### config.mk
export PLATFORM = sky130hd
export DESIGN_NAME = crosspoint_switch_matrix_regs
export DESIGN_NICKNAME = d
export VERILOG_FILES = /design/src/cxsw_pkg.sv /design/src/cxsw_ctrl.sv /design/src/cxsw_dp.sv /design/src/crosspoint_switch_matrix_regs.sv
export SDC_FILE = /design/constraint.sdc
export NUM_CORES = 1
export LEC_CHECK = 0
export ABC_AREA = 1
export BUFFER_PORTS_ARGS = -buffer_cell sky130_fd_sc_hd__buf_2
export CAP_MARGIN = 40
export CORE_MARGIN = 8
export CORE_UTILIZATION = 35
export CTS_CLUSTER_DIAMETER = 100
export DETAILED_ROUTE_END_ITERATION = 7
export GPL_ROUTABILITY_DRIVEN = 0
export GPL_TIMING_DRIVEN = 1
export PLACE_DENSITY_LB_ADDON = 0.1
export REMOVE_ABC_BUFFERS = 1
export SYNTH_ARGS = -nofsm -noshare
export SYNTH_HDL_FRONTEND = slang
export SYNTH_SLANG_ARGS = --single-unit
### constraint.sdc
create_clock -name clk -period 2.65 [get_ports clk]
set_clock_uncertainty 0.05 [all_clocks]
set_input_delay 0.1325 -clock clk [delete_from_list [all_inputs] [get_ports clk]]
set_output_delay 0.1325 -clock clk [all_outputs]
set_load 0.01 [all_outputs]
### src/cxsw_pkg.sv
`default_nettype none

package cxsw_pkg;

    localparam int NUM_ROWS = 12;
    localparam int NUM_COLS = 8;
    localparam int ROW_W    = 4;

    typedef logic [NUM_COLS-1:0] row_mask_t;
    typedef logic [ROW_W-1:0]    row_idx_t;

    typedef enum logic [1:0] {
        REQ_WRITE = 2'd0,
        REQ_READ  = 2'd1,
        REQ_RESET = 2'd2
    } req_code_t;

    typedef enum logic [1:0] {
        ST_OK       = 2'd0,
        ST_BAD_ROW  = 2'd1,
        ST_BAD_ADDR = 2'd2
    } status_code_t;

    typedef enum logic [1:0] {
        CTRL_IDLE,
        CTRL_EXEC
    } ctrl_state_t;

    typedef struct packed {
        logic capture;
        logic execute;
    } dp_cmd_t;

    typedef logic [7:0] rb_table_t [NUM_ROWS];

    localparam rb_table_t RB_TABLE = '{
        8'h34, 8'h3c, 8'h74, 8'h7c, 8'h35, 8'h3d,
        8'h75, 8'h7d, 8'h36, 8'h3e, 8'h76, 8'h7e
    };

endpackage

`default_nettype wire

### src/cxsw_ctrl.sv
`default_nettype none

module cxsw_ctrl
    import cxsw_pkg::*;
(
    input  wire logic    clk,
    input  wire logic    rst_n,
    input  wire logic    req_valid,
    output logic         req_ready,
    output logic         rsp_valid,
    input  wire logic    rsp_ready,
    output dp_cmd_t      cmd
);

    ctrl_state_t state_reg;
    ctrl_state_t state_next;
    logic        rsp_valid_reg;
    logic        rsp_valid_next;

    always_ff @(posedge clk or negedge rst_n)
    begin
        if (!rst_n)
        begin
            state_reg     <= CTRL_IDLE;
            rsp_valid_reg <= 1'b0;
        end
        else
        begin
            state_reg     <= state_next;
            rsp_valid_reg <= rsp_valid_next;
        end
    end

    always_comb
    begin
        state_next     = state_reg;
        rsp_valid_next = rsp_valid_reg && !rsp_ready;
        req_ready      = 1'b0;
        cmd            = '0;
        case (state_reg)
            CTRL_IDLE:
            begin
                req_ready   = 1'b1;
                cmd.capture = req_valid;
                if (req_valid)
                begin
                    state_next = CTRL_EXEC;
                end
            end
            CTRL_EXEC:
            begin
                // hold until the output word is free
                if (!rsp_valid_reg || rsp_ready)
                begin
                    cmd.execute    = 1'b1;
                    rsp_valid_next = 1'b1;
                    state_next     = CTRL_IDLE;
                end
            end
            default:
            begin
                state_next = CTRL_IDLE;
            end
        endcase
    end

    assign rsp_valid = rsp_valid_reg;

`ifndef SYNTH
    a_accept_to_exec: assert property (@(posedge clk) disable iff (!rst_n)
        (req_valid && req_ready) |=> (state_reg == CTRL_EXEC))
        else $error("accepted word did not enter execute");

    a_exec_sets_valid: assert property (@(posedge clk) disable iff (!rst_n)
        cmd.execute |=> rsp_valid)
        else $error("execute did not produce a result word");

    a_exec_waits_full: assert property (@(posedge clk) disable iff (!rst_n)
        (state_reg == CTRL_EXEC && !cmd.execute) |-> (rsp_valid && !rsp_ready))
        else $error("execute stalled without a blocked result");

    a_no_cmd_overlap: assert property (@(posedge clk) disable iff (!rst_n)
        !(cmd.capture && cmd.execute))
        else $error("capture and execute in one cycle");
`endif

endmodule

`default_nettype wire

### src/cxsw_dp.sv
`default_nettype none

module cxsw_dp
    import cxsw_pkg::*;
(
    input  wire logic       clk,
    input  wire logic       rst_n,
    input  wire dp_cmd_t    cmd,
    input  wire logic [1:0] req_type,
    input  wire logic [7:0] data_byte,
    input  wire logic       latch_now,
    output logic [7:0]      read_data,
    output logic [1:0]      status
);

    logic [1:0] type_reg;
    logic [7:0] data_reg;
    logic       latch_reg;
    logic [7:0] read_data_reg;
    logic [7:0] read_data_next;
    logic [1:0] status_reg;
    logic [1:0] status_next;

    row_mask_t pending_reg [NUM_ROWS];
    row_mask_t pending_next [NUM_ROWS];
    row_mask_t active_reg [NUM_ROWS];
    row_mask_t active_next [NUM_ROWS];

    logic [3:0] row_code;
    logic       row_ok;
    row_idx_t   row_idx;
    row_mask_t  col_bit;
    logic       addr_hit;
    row_idx_t   addr_idx;

    always_ff @(posedge clk)
    begin
        if (cmd.capture)
        begin
            type_reg  <= req_type;
            data_reg  <= data_byte;
            latch_reg <= latch_now;
        end
        if (cmd.execute)
        begin
            read_data_reg <= read_data_next;
            status_reg    <= status_next;
        end
    end

    always_ff @(posedge clk or negedge rst_n)
    begin
        if (!rst_n)
        begin
            for (int r = 0; r < NUM_ROWS; r++)
            begin
                pending_reg[r] <= '0;
                active_reg[r]  <= '0;
            end
        end
        else if (cmd.execute)
        begin
            pending_reg <= pending_next;
            active_reg  <= active_next;
        end
    end

    always_comb
    begin
        row_code = data_reg[6:3];
        row_ok   = 1'b0;
        row_idx  = '0;
        if (row_code inside {[4'd0:4'd5]})
        begin
            row_ok  = 1'b1;
            row_idx = row_code;
        end
        else if (row_code inside {[4'd8:4'd13]})
        begin
            row_ok  = 1'b1;
            row_idx = row_code - 4'd2;
        end
        col_bit = row_mask_t'(1) << data_reg[2:0];
    end

    always_comb
    begin
        addr_hit = 1'b0;
        addr_idx = '0;
        for (int r = 0; r < NUM_ROWS; r++)
        begin
            if (RB_TABLE[r] == data_reg)
            begin
                addr_hit = 1'b1;
                addr_idx = row_idx_t'(r);
            end
        end
    end

    always_comb
    begin
        pending_next   = pending_reg;
        active_next    = active_reg;
        read_data_next = '0;
        status_next    = ST_OK;
        case (type_reg)
            REQ_WRITE:
            begin
                if (!row_ok)
                begin
                    status_next = ST_BAD_ROW;
                end
                else
                begin
                    for (int r = 0; r < NUM_ROWS; r++)
                    begin
                        if (row_idx == row_idx_t'(r))
                        begin
                            if (data_reg[7])
                            begin
                                pending_next[r] = pending_reg[r] | col_bit;
                            end
                            else
                            begin
                                pending_next[r] = pending_reg[r] & ~col_bit;
                            end
                        end
                    end
                    if (latch_reg)
                    begin
                        active_next = pending_next;
                    end
                end
            end
            REQ_READ:
            begin
                if (!addr_hit)
                begin
                    status_next = ST_BAD_ADDR;
                end
                else
                begin
                    read_data_next = active_reg[addr_idx];
                end
            end
            REQ_RESET:
            begin
                for (int r = 0; r < NUM_ROWS; r++)
                begin
                    pending_next[r] = '0;
                    active_next[r]  = '0;
                end
            end
            default:
            begin
                status_next = ST_OK;
            end
        endcase
    end

    assign read_data = read_data_reg;
    assign status    = status_reg;

endmodule

`default_nettype wire

### src/crosspoint_switch_matrix_regs.sv
// Channel   Handshake                Fields
// request   req_valid / req_ready    req_type, data_byte, latch_now
// response  rsp_valid / rsp_ready    read_data, status
//
// Each word is captured, then executed into the output register.
// The 12x8 pending and active switch arrays update in the execute cycle.
// A new request is taken while a finished response still waits.
// Execute stalls while the output register holds an untaken response.
// rst_n opens every switch and empties the response register.
`default_nettype none

module crosspoint_switch_matrix_regs
    import cxsw_pkg::*;
(
    input  wire logic       clk,
    input  wire logic       rst_n,
    input  wire logic       req_valid,
    output logic            req_ready,
    input  wire logic [1:0] req_type,
    input  wire logic [7:0] data_byte,
    input  wire logic       latch_now,
    output logic            rsp_valid,
    input  wire logic       rsp_ready,
    output logic [7:0]      read_data,
    output logic [1:0]      status
);

    dp_cmd_t cmd;

    cxsw_ctrl u_ctrl (
        .clk       (clk),
        .rst_n     (rst_n),
        .req_valid (req_valid),
        .req_ready (req_ready),
        .rsp_valid (rsp_valid),
        .rsp_ready (rsp_ready),
        .cmd       (cmd)
    );

    cxsw_dp u_dp (
        .clk       (clk),
        .rst_n     (rst_n),
        .cmd       (cmd),
        .req_type  (req_type),
        .data_byte (data_byte),
        .latch_now (latch_now),
        .read_data (read_data),
        .status    (status)
    );

endmodule

`default_nettype wire
==> flow_summary.yaml <==
clocking:
  ctsRootBufferMaster: "clkbuf_16"
  post_cts_buffers: 0
  ctsHtreeMaxLevel: 1
  cts_made_buffers: 27
  clk_pin_slew_ps: 60
  cts_resized: 0
  clockBufferDepth: 3
  insertion_delay_ps: 560
  cts_tree: "yes"
  cts.sinks: 215
power_and_ir_drop:
  p_per_area_mw_per_mm2: 801.4
  power_leakage_uw: 0.007598
  irDropWorstVdd_uv: 571.2
  power_uw: 11160
finish:
  fill_cells: 3637
  area_growth_pct: 14.24
  num_antenna_cells: 0
  seq_area_mm2: 0.005485
  layout-drive-gt1-share: 0.1080
  utilization: 0.4041
  multiInputGateArea_mm2: 0.005814
  nets: 1739
grt:
  antenna_found_initial: 0
  grt_start_max_net_pins: 97
  grt_overflow_total: 0
  grt_pass1_wl_um: 68350
  grt_pass1_vias: 11170
  grt_usage: 0.2107
synthesis:
  synth_area_leaders: "dfrtp_1 40%, nand2_1 24%, nand3_1 13%"
  yosys_warnings: 0
  async_flop_share: 0.9023
  synth.cell_area_mm2: 0.01219
  seq_area_frac_synth: 0.4500
  synth_commonest_cells: "793 x nand2_1, 312 x nand3_1, 194 x dfrtp_1, 83 x inv_1, 73 x o21ai_0"
  synth_edf_count: 21
  postSynthCellCount: 1704
  yosys.area.top_type: "dfrtp_1"
  synth_cell_types: 31
  synth_most_common_cell: "nand2_1"
  avgSynthCellArea_um2: 7.153
  ys_ff_latch: 215
  synth_top_area_share: 0.3983
  synth-main-ff-cell: "dfrtp_1"
route:
  ant_nets: 0
  wl_met3_um: 2323
  drt-pass1-iter-count: 6
  vias_per_cell: 5.228
  dr_wl_met2_um: 19520
  wl_per_cell_um: 19.69
  top_layer: "met4"
  drt_iter0_drc: 929
  met1Wirelength_um: 20190
  drcViolationCount: 0
  wl_um: 43220
  num_vias: 11480
sta:
  finalSetupViolCount: 0
  period_share: 0.9089
  worstMarginPinSlew_ps: 663.2
  slew_headroom: 0.5568
  hold_viol: 0
  grt_setup_unrepaired: "no"
  finalWorstSetupSlack_ps: 241.3
  fmax_mhz: 415.2
  period_needed_ps: 2409
  slew_violations: 0
die:
  die_h_um: 202.6
  die_w_um: 202.6
  ios: 27
  die-area_mm2: 0.04105
  initial_core_util: 0.3537
  fp-row-count: 68
  coreArea_mm2: 0.03446
worst_setup_path:
  cpMostUsedCell: "nand2_1"
  crit_slowest_cell: "edfxtp_1"
  endpoint_kind: "flip-flop"
  crit_path_cell_trace: "a21oi_2, nand3_2, inv_2, buf_4, nand2_1, nand2_1, nand2_1, nand3_1, nand2_1, a21oi_1"
  setup.worst_path.class: "flip-flop to flip-flop"
  crit_fanout: 15
  max_stage_delay_ps: 540
  cp-start-kind: "flip-flop"
  crit_arrival_ps: 2740
  critical_path_required_ps: 2980
outcome:
  status: "finished clean"
placed_design:
  port-buffer-count: 26
  dp_slack_ps: 300.6
  dpl.hpwl_um: 25910
hold_path:
  hp-class: "input port to asynchronous set/reset pin"
run:
  drv_cap: 0
## kinds of logic (layout without fill, tap and decap cells)
logic type,Yosys count,after routing,synth area share
adder cells (fa/ha/maj),2,2,0.002053
AND/OR/NAND/NOR,1153,1153,0.4090
AO/OA/AOI/OAI,125,125,0.06477
flip-flops,215,215,0.4500
buffers and inverters,209,245,0.07422
## critical path, delay by kind of cell (launching register included)
| kind | cells | cell delay [ps] |
|---|---|---|
| buf+inv | 2 | 370 |
| compound gates | 2 | 490 |
| simple gates | 6 | 780 |
| flops | 1 | 540 |
## metal layers
| layer | GRT usage | up-vias |
|---|---|---|
| li1 | - | 5538 |
| met1 | 0.2968 | 5537 |
| met2 | 0.3372 | 326 |
| met3 | 0.02359 | 75 |
| met4 | 0.06138 | 0 |
| met5 | 0 | - |
## layout by cell type, fill, tap and decap left out, types with 3 or more instances in the layout
cell,synthesis,routed
o21ai_0,73,73
clkbuf_16,0,27
nand3_4,6,6
buf_2,25,25
dfrtp_1,194,194
clkinv_1,2,7
nand3_1,312,312
buf_4,7,55
edfxtp_1,21,21
clkbuf_1,64,8
o211ai_1,13,13
nand2_1,793,792
clkinv_2,0,3
nand4_1,20,20
inv_1,83,83
o21ai_2,33,32
nor2_1,6,6
a21oi_1,4,4
buf_12,0,10
dlygate4sd3_1,0,14
nor2_8,4,4
inv_2,7,6
## through the flow
stage	std cells	setup TNS (ps)	instance area, um^2	hold WS [ps]
2_1_floorplan	1588	-441950	11640	-213.1
3_3_place_gp	2134	0	12980	135.1
3_5_place_dp	2134	0	12980	133.9
4_1_cts	2195	0	13920	129.6
5_1_grt	2195	0	13920	166.1
6_report	2195	0	13920	130.5
## worst paths after layout
check	depth (start not counted)	from	end	slack [ps]
min in group clk	2	latch_now	u_dp.latch_reg	260
worst max-delay path	10	u_dp.data_reg[1]	u_dp.read_data[3]	240
worst min register to register	2	u_dp.active_reg[79]	u_dp.active_reg[79]	430
max in group asynchronous	3	rst_n	u_dp.pending_reg[6]	1510
worst max register to register	10	u_dp.data_reg[1]	u_dp.read_data[3]	240
worst min-delay path	2	rst_n	u_dp.active_reg[57]	130
## where the power goes
part	leakage, uW	internal, uW	switching [uW]
Sequential	0.00290	3860	345
Combinational	0.00430	948	2530
Clock	0.000393	2010	1470
Total	0.00760	6820	4340
## area by class of cell
cell class / count / share of cell area
clock buffer: 37 / 0.05266
clock inverter: 10 / 0.005391
inverter: 93 / 0.02543
multi-input combinational: 1280 / 0.4176
sequential: 215 / 0.3939
tap: 455 / 0.04088
timing repair buffer: 105 / 0.06416
## what timing repair did
action | 4_1_cts | 5_1_grt
setup endpoints to repair | 0 | 0
endpoints found under the hold margin | 87 | 0
hold buffers | 14 | 0
Note: power is estimated with default switching activity, not from simulation.
